## src/rtl/sitda_pkg.sv

```systemverilog
// ----------------------------------------------------------------------------
// sitda_pkg: shared types and constants for the integer to decimal text core
// Holds the controller state type, the character codes and the bcd adjust step.
// ----------------------------------------------------------------------------
package sitda_pkg;

    localparam int unsigned VALUE_W    = 32;
    localparam int unsigned NUM_DIGITS = 10;
    localparam int unsigned BCD_W      = 4 * NUM_DIGITS;
    localparam int unsigned BITCNT_W   = $clog2(VALUE_W);
    localparam int unsigned DIGCNT_W   = $clog2(NUM_DIGITS + 1);

    localparam logic [7:0] CHAR_ZERO  = 8'h30;
    localparam logic [7:0] CHAR_MINUS = 8'h2D;

    typedef enum logic [2:0] {
        ST_IDLE,
        ST_CONV,
        ST_SKIP,
        ST_SIGN,
        ST_EMIT
    } t_state;

    // add 3 to every bcd digit that is 5 or more, ahead of the next shift
    function automatic logic [BCD_W-1:0] bcd_adjust(input logic [BCD_W-1:0] bcd);
        logic [BCD_W-1:0] res;
        res = bcd;
        for (int d = 0; d < NUM_DIGITS; d++) begin
            if (bcd[4*d +: 4] >= 4'd5) begin
                res[4*d +: 4] = bcd[4*d +: 4] + 4'd3;
            end
        end
        return res;
    endfunction

endpackage

```

## src/rtl/signed_int_to_decimal_ascii_core.sv

```systemverilog
// ----------------------------------------------------------------------------
// signed_int_to_decimal_ascii_core: signed 32-bit integer to decimal ascii
// Bit-serial double dabble conversion, then one character per transfer.
// ----------------------------------------------------------------------------
// Sequence: one item at a time; an item is accepted in idle, converted by a
// shift-add-3 step for each of the 32 input bits, then its leading zero digits
// are skipped (one digit is always kept), a minus sign goes out for a negative
// value and the digit characters follow; sign and digits wait on a stalled output.
// Reset: synchronous active low; returns to idle with no character pending.
module signed_int_to_decimal_ascii_core (
    input  logic                            i_clk,
    input  logic                            i_rst_n,
    input  logic [sitda_pkg::VALUE_W-1:0]   i_value,
    input  logic                            i_valid,
    output logic                            o_ready,
    output logic [7:0]                      o_character,
    output logic                            o_last,
    output logic                            o_valid,
    input  logic                            i_ready
);
    import sitda_pkg::*;

    t_state                 r_state, n_state;
    logic [VALUE_W-1:0]     r_bin, n_bin;
    logic [BCD_W-1:0]       r_bcd, n_bcd;
    logic [BITCNT_W-1:0]    r_cnt, n_cnt;
    logic [DIGCNT_W-1:0]    r_ndig, n_ndig;
    logic                   r_neg, n_neg;
    logic                   r_valid, n_valid;
    logic [7:0]             r_char, n_char;
    logic                   r_last, n_last;

    logic                   in_xfer;
    logic                   slot_free;
    logic                   top_zero;
    logic [BCD_W-1:0]       bcd_adj;

    assign in_xfer   = i_valid && (r_state == ST_IDLE);
    assign slot_free = !r_valid || i_ready;
    assign top_zero  = (r_bcd[BCD_W-1 -: 4] == 4'd0);
    assign bcd_adj   = bcd_adjust(r_bcd);

    // next state
    always_comb begin
        n_state = r_state;
        unique case (r_state)
            ST_IDLE: begin
                if (in_xfer) n_state = ST_CONV;
            end
            ST_CONV: begin
                if (r_cnt == BITCNT_W'(VALUE_W - 1)) n_state = ST_SKIP;
            end
            ST_SKIP: begin
                if (!(top_zero && r_ndig > DIGCNT_W'(1))) begin
                    n_state = r_neg ? ST_SIGN : ST_EMIT;
                end
            end
            ST_SIGN: begin
                if (slot_free) n_state = ST_EMIT;
            end
            ST_EMIT: begin
                if (slot_free && r_ndig == DIGCNT_W'(1)) n_state = ST_IDLE;
            end
            default: n_state = ST_IDLE;
        endcase
    end

    // datapath and output register
    always_comb begin
        n_bin   = r_bin;
        n_bcd   = r_bcd;
        n_cnt   = r_cnt;
        n_ndig  = r_ndig;
        n_neg   = r_neg;
        n_valid = r_valid && !i_ready;
        n_char  = r_char;
        n_last  = r_last;
        unique case (r_state)
            ST_IDLE: begin
                if (in_xfer) begin
                    n_neg = i_value[VALUE_W-1];
                    n_bin = i_value[VALUE_W-1] ? (VALUE_W'(0) - i_value) : i_value;
                    n_bcd = '0;
                    n_cnt = '0;
                end
            end
            ST_CONV: begin
                n_bcd  = {bcd_adj[BCD_W-2:0], r_bin[VALUE_W-1]};
                n_bin  = {r_bin[VALUE_W-2:0], 1'b0};
                n_cnt  = r_cnt + BITCNT_W'(1);
                n_ndig = DIGCNT_W'(NUM_DIGITS);
            end
            ST_SKIP: begin
                if (top_zero && r_ndig > DIGCNT_W'(1)) begin
                    n_bcd  = {r_bcd[BCD_W-5:0], 4'd0};
                    n_ndig = r_ndig - DIGCNT_W'(1);
                end
            end
            ST_SIGN: begin
                if (slot_free) begin
                    n_valid = 1'b1;
                    n_char  = CHAR_MINUS;
                    n_last  = 1'b0;
                end
            end
            ST_EMIT: begin
                if (slot_free) begin
                    n_valid = 1'b1;
                    n_char  = CHAR_ZERO + {4'd0, r_bcd[BCD_W-1 -: 4]};
                    n_last  = (r_ndig == DIGCNT_W'(1));
                    n_bcd   = {r_bcd[BCD_W-5:0], 4'd0};
                    n_ndig  = r_ndig - DIGCNT_W'(1);
                end
            end
            default: ;
        endcase
    end

    always_ff @(posedge i_clk) begin
        if (!i_rst_n) begin
            r_state <= ST_IDLE;
            r_valid <= 1'b0;
        end else begin
            r_state <= n_state;
            r_valid <= n_valid;
        end
        r_bin  <= n_bin;
        r_bcd  <= n_bcd;
        r_cnt  <= n_cnt;
        r_ndig <= n_ndig;
        r_neg  <= n_neg;
        r_char <= n_char;
        r_last <= n_last;
    end

    assign o_ready     = (r_state == ST_IDLE);
    assign o_valid     = r_valid;
    assign o_character = r_char;
    assign o_last      = r_last;

endmodule
```

## config.mk

```make
export PLATFORM = sky130hd
export DESIGN_NAME = signed_int_to_decimal_ascii_core
export DESIGN_NICKNAME = d
export VERILOG_FILES = /design/src/rtl/sitda_pkg.sv /design/src/rtl/signed_int_to_decimal_ascii_core.sv
export SDC_FILE = /design/constraint.sdc
export NUM_CORES = 1
export LEC_CHECK = 0
export ABC_AREA = 1
export BUFFER_PORTS_ARGS = -buffer_cell sky130_fd_sc_hd__buf_2
export CAP_MARGIN = 20
export CORE_UTILIZATION = 50
export CTS_BUF_LIST = sky130_fd_sc_hd__clkbuf_4
export CTS_CLUSTER_SIZE = 25
export DETAILED_ROUTE_END_ITERATION = 7
export PLACE_DENSITY = 0.65
export SLEW_MARGIN = 20
export SYNTH_ARGS = -nofsm -noshare
export SYNTH_HDL_FRONTEND = slang
export SYNTH_SLANG_ARGS = --single-unit
```

## constraint.sdc

```tcl
create_clock -name i_clk -period 5.3 [get_ports i_clk]
set_input_delay 1.59 -clock i_clk [delete_from_list [all_inputs] [get_ports i_clk]]
set_output_delay 1.59 -clock i_clk [all_outputs]
set_load 0.01 [all_outputs]
```

# Word-level counts from Yosys, hierarchy flattened
# Cells that the tools add are included.
[classes]
addsub = 14
n_lt_le_gt_ge = 11
eq_ne = 13
mux = 37
n_reduce_logical = 20
[ops]
columns = ["op", "n"]
rows = [
  ["case mux 40 bit (4 select lines)", 1],
  ["2-to-1 mux 40 bit", 3],
  ["2-to-1 mux 32 bit", 2],
  ["case mux 32 bit (2 select lines)", 1],
  ["2-to-1 mux 4 bit", 11],
  ["greater-or-equal comparator 4 x 3 -> 1 bit, second input constant", 10],
  ["adder 4 x 2 -> 4 bit, second input constant", 9],
  ["subtractor 1 x 32 -> 32 bit, first input constant", 1],
  ["2-to-1 mux 3 bit", 7],
  ["2-to-1 mux 8 bit", 2],
  ["case mux 8 bit (2 select lines)", 1],
  ["case mux 3 bit (5 select lines)", 1],
  ["inequality test 2 bit, second input constant", 6],
  ["case mux 4 bit (3 select lines)", 1],
  ["case mux 5 bit (2 select lines)", 1],
  ["adder 6 x 4 -> 7 bit, first input constant", 1],
  ["equality test 3 x 2 -> 1 bit, second input constant", 2],
  ["AND reduction 3 bit", 2],
  ["adder 5 x 1 -> 5 bit, second input constant", 1],
  ["equality test 5 bit, second input constant", 1],
  ["2-to-1 mux 5 bit", 1],
  ["AND reduction 5 bit", 1],
  ["equality test 4 x 1 -> 1 bit, second input constant", 1],
  ["> comparator 4 x 1 -> 1 bit, second input constant", 1],
  ["18 further kinds", 27],
]
[word_totals]
reg_bits = 95
in_bits = 36
output_inout_bits = 11
word_cells = 104

# Logic depth before layout (Yosys ltp)
[logic_depth]
word_depth = 5
ltp_mapped = 10
mapped_depth_nobuf = 10

# Worst setup path after synthesis
# OpenSTA, ideal clock, no wires.
[synth_path]
kind = "input-to-reg"
startpoint = "in i_valid"
endpoint = "reg r_bin[0] (enable)"
setup_time_ns = 0.483
arrival_ns = 4.278
t_required_ns = 4.817
slack_ns = 0.539
path_stages = 2
n_path_buf = 0
cell_sequence = "inv_1 > o21ai_0"
[synth_between]
elab_chain_len = 3
[synth_lines]
columns = ["element", "line_no", "text"]
rows = [
  ["start, declared", "signed_int_to_decimal_ascii_core.sv:14", "input logic i_valid,"],
  ["logical AND 1 bit", "signed_int_to_decimal_ascii_core.sv:38", "assign in_xfer = i_valid && (r_state == ST_IDLE);"],
  ["inequality test 2 x 1 -> 1 bit (no line)", "--", ""],
  ["AND reduction 2 bit (no line)", "--", ""],
  ["end signal, assigned", "signed_int_to_decimal_ascii_core.sv:127", "r_bin <= n_bin;"],
  ["end, declared", "signed_int_to_decimal_ascii_core.sv:24", "logic [VALUE_W-1:0] r_bin, n_bin;"],
]
# Every way passes these cells.
# A chain may end at the register's enable or synchronous reset.

# Final worst setup path
[layout_path]
startpoint = "reg r_state[0]"
endpoint = "out o_ready"
[layout_between]
elab_chain_len = 1
[layout_lines]
columns = ["element", "line_no", "text"]
rows = [
  ["start, declared", "signed_int_to_decimal_ascii_core.sv:23", "t_state r_state, n_state;"],
  ["start signal, assigned", "signed_int_to_decimal_ascii_core.sv:124", "r_state <= n_state;"],
  ["logical NOT 3 bit", "signed_int_to_decimal_ascii_core.sv:136", "assign o_ready = (r_state == ST_IDLE);"],
  ["end, declared", "signed_int_to_decimal_ascii_core.sv:15", "output logic o_ready,"],
]
# Every way passes these cells.

==> metrics.txt <==
P&R area growth vs syn=8.444%; I/O Pins=47; min-delay worst type=flop to flop; Fillers=between 900 and 1000; Clock Tree Buf Depth=2; headroom to the max-slew limit=46.45%; syn_area_per_cell=between 8 and 9 µm²; Slew Limit Fails=0; CP Launch Type=flop; maximum fanout along the worst path=4; Mapped Cells=approximately 690; RSZ-0062 raised after global routing=no; Final Setup Violations=0; gpl congestion=around 0.84; Seq cells post-synth=between 90 and 100; DP HPWL=8552 µm; cell breakdown of the critical path=inv_2, nand2_2, nor2_2, buf_2; DR WL/cell=13.83 µm; Req. time, crit path=3.71 ns; crit path kind=flop to output port; met2 GRT Util=37.51%; Mapped Area=5734 µm²; Yosys warning total=0; antenna violations before repair=0; first-pass GRT wire length=slightly above 20000 µm; via count=around 4800; Layout Nets=roughly 790; DR vias/cell=5.442; actual slew at the worst max-slew pin=roughly 0.8 ns; # hold bufs at CTS=0; Placed Instances=between 800 and 900; Top Usage Layer GRT=met2; CTS tree=built; core area=10980 µm²; vias in the first global route=~4600; Buf/Inv on CP=2; # diodes=0; DRC=0; die area=around 12000 µm²; post-CTS setup buffer count=0; met1 Use GR=27.70%; Horiz. Die Dim=approximately 110 µm; final hold violation count=0; VDD IR-drop max=0.0002751 V; Final Skew=0.02129 ns; grt met3 use=under 10%; status=completed; critical path's largest stage delay=between 0.3 and 0.4 ns; post-synthesis sequential area ratio=47.48%; Die Ht=109.1 µm; root buf cell=clkbuf_4; worst skew pair latency=0.47 ns; CP endpoint kind=output port; data arrival time of the critical path=1.34 ns; fraction of layout instances using a drive strength above 1=11.60%; routed wire length=12070 µm; post-CTS resize count=0; # clock sinks=between 90 and 100; initial cell density of the core=around 52%; Total Routing Usage GR=between 20% and 30%; Max-Cap Viols=0; 1st-iter DRT viols=about 280; Clock Pin Slew Worst Setup and Hold Paths=0.15 ns; setup_tns=0 ns; I/O Buffers=43; Leak=between 2 and 3 nW; fin crit period=2.934 ns; fin cells=between 800 and 900; number of antenna-violating nets in the routed design=0; fraction of registers with async set/reset=0%; largest net degree at the start of global routing=between 40 and 50; ys flop type=edfxtp_1; post-synthesis cell type count=38; Power Dens Cells=approximately 560 nW/µm²; CP top delay family=flip-flops; final design utilization=56.62%; crit path max-delay cell type=dfxtp_1; EDFF count, synth=88; first drt pass iteration count=5; TritonCTS Buffers=9; final global-route overflow total=0; f_max=0.3408 GHz; H-tree depth=3; Final Cycle Share=between 50 and 60%; site row count=38
[worst paths after layout]
| kind | to | slack, ns | depth (start not counted) | startpoint |
|---|---|---|---|---|
| setup / recovery | o_ready | 2.37 | 4 | r_state[0]$_SDFFE_PN0P_ |
| hold / removal | r_bin[22]$_DFFE_PP_ | 0.53 | 2 | r_bin[21]$_DFFE_PP_ |
| setup reg to reg | r_bcd[11]$_DFFE_PP_ | 2.89 | 7 | r_ndig[0]$_SDFFCE_PP0P_ |
| hold reg to reg | r_bin[22]$_DFFE_PP_ | 0.53 | 2 | r_bin[21]$_DFFE_PP_ |
[Yosys cell counts, types with 2 or more instances]
library cell | n | share of area [%]
clkbuf_1 | 2 | 0.13
nand2_2 | 3 | 0.33
edfxtp_1 | 88 | 46
a21oi_1 | 20 | 1.7
dfxtp_1 | 4 | 1.4
xnor2_1 | 6 | 0.92
nand3_1 | 57 | 5.0
ha_1 | 25 | 5.5
buf_2 | 12 | 1.0
nor2_4 | 3 | 0.59
o22ai_1 | 13 | 1.4
xor2_1 | 13 | 2.0
o21ai_1 | 5 | 0.44
o32ai_1 | 7 | 1.1
nand4_1 | 9 | 0.98
conb_1 | 2 | 0.13
o21ai_0 | 65 | 5.7
a32o_1 | 5 | 0.87
nand2_1 | 157 | 10
or2_2 | 3 | 0.33
o31ai_1 | 2 | 0.26
nor2_2 | 4 | 0.44
o211ai_1 | 3 | 0.39
and2_1 | 3 | 0.33
nor2_1 | 68 | 4.5
buf_4 | 6 | 0.79
inv_2 | 6 | 0.39
inv_1 | 87 | 5.7
[logic make-up after synthesis]
logic type                 after synthesis  synth area share (%)
DFF                                     92                 47.48
AOI/OAI and AO/OA                      125                 12.61
xor gates and xnor gates                19                 2.902
buffers and inverters                  113                 8.051
other                                    2                0.1310
and+or+nand+nor                        312                 23.37
adders and majority gates               25                 5.455
[metal layers]
layer / vias up / routed length, µm
met5: - / 0
met4: 0 / 184
met3: 16 / 484
met2: 110 / 5776
met1: 2223 / 5629
li1: 2402 / -
[power breakdown]
group,switching [mW],internal (mW),total [mW],leakage (nW)
logic,1.10,0.532,1.63,1.68
registers,0.192,1.35,1.54,0.909
clock network,0.235,0.108,0.343,0.0638
[sequential cells by signal, indices dropped and copies added (netlist names)]
name	cells
o_character	5
o_last	1
o_valid	1
r_bcd	40
r_bin	32
r_cnt	5
r_ndig	4
r_neg	1
r_state	3
[cell usage in the layout (no fill, tap or decap), types with 4 or more instances in the layout]
master	count
edfxtp_1	88
nand3_1	57
nand2_1	157
xor2_1	13
o32ai_1	7
inv_2	6
o21ai_1	5
nor2_2	4
inv_1	87
ha_1	25
nor2_4	4
nand4_1	9
clkbuf_4	12
dfxtp_1	4
buf_2	43
a32o_1	5
nor2_1	67
a21oi_1	20
xnor2_1	6
o21ai_0	64
o22ai_1	13
[metrics by stage]
| stage | total power, mW | hold slack, ns | setup slack [ns] | instance area, µm² |
|---|---|---|---|---|
| floorplan | 2.717 | 0.4946 | 0.5395 | 5738 |
| global placement | 3.049 | 0.5054 | 1.992 | 6057 |
| detailed placement | 3.118 | 0.5074 | 1.962 | 6057 |
| CTS | 3.462 | 0.5369 | 2.325 | 6163 |
| global route | 3.821 | 0.5577 | 2.256 | 6218 |
| finish | 3.510 | 0.5327 | 2.366 | 6218 |
[area by class of cell]
class	instances	area, µm²	area share, %
clock inverter	4	16.27	0.2616
sequential	92	2723	43.78
timing repair buffer	48	292.8	4.708
multi-input combinational	484	2572	41.37
clock buffer	12	90.09	1.449
inverter	93	349.1	5.614
tap	140	175.2	2.817
[worst reg2reg max path, cell delays in order (launching register included)]
cell	delay, ns
edfxtp_1	0.45
inv_1	0.06
ha_1	0.22
o21ai_0	0.21
nand3_1	0.16
a22o_1	0.25
nor2_4	0.53
buf_16	0.24
(Power assumes the default switching activity.)
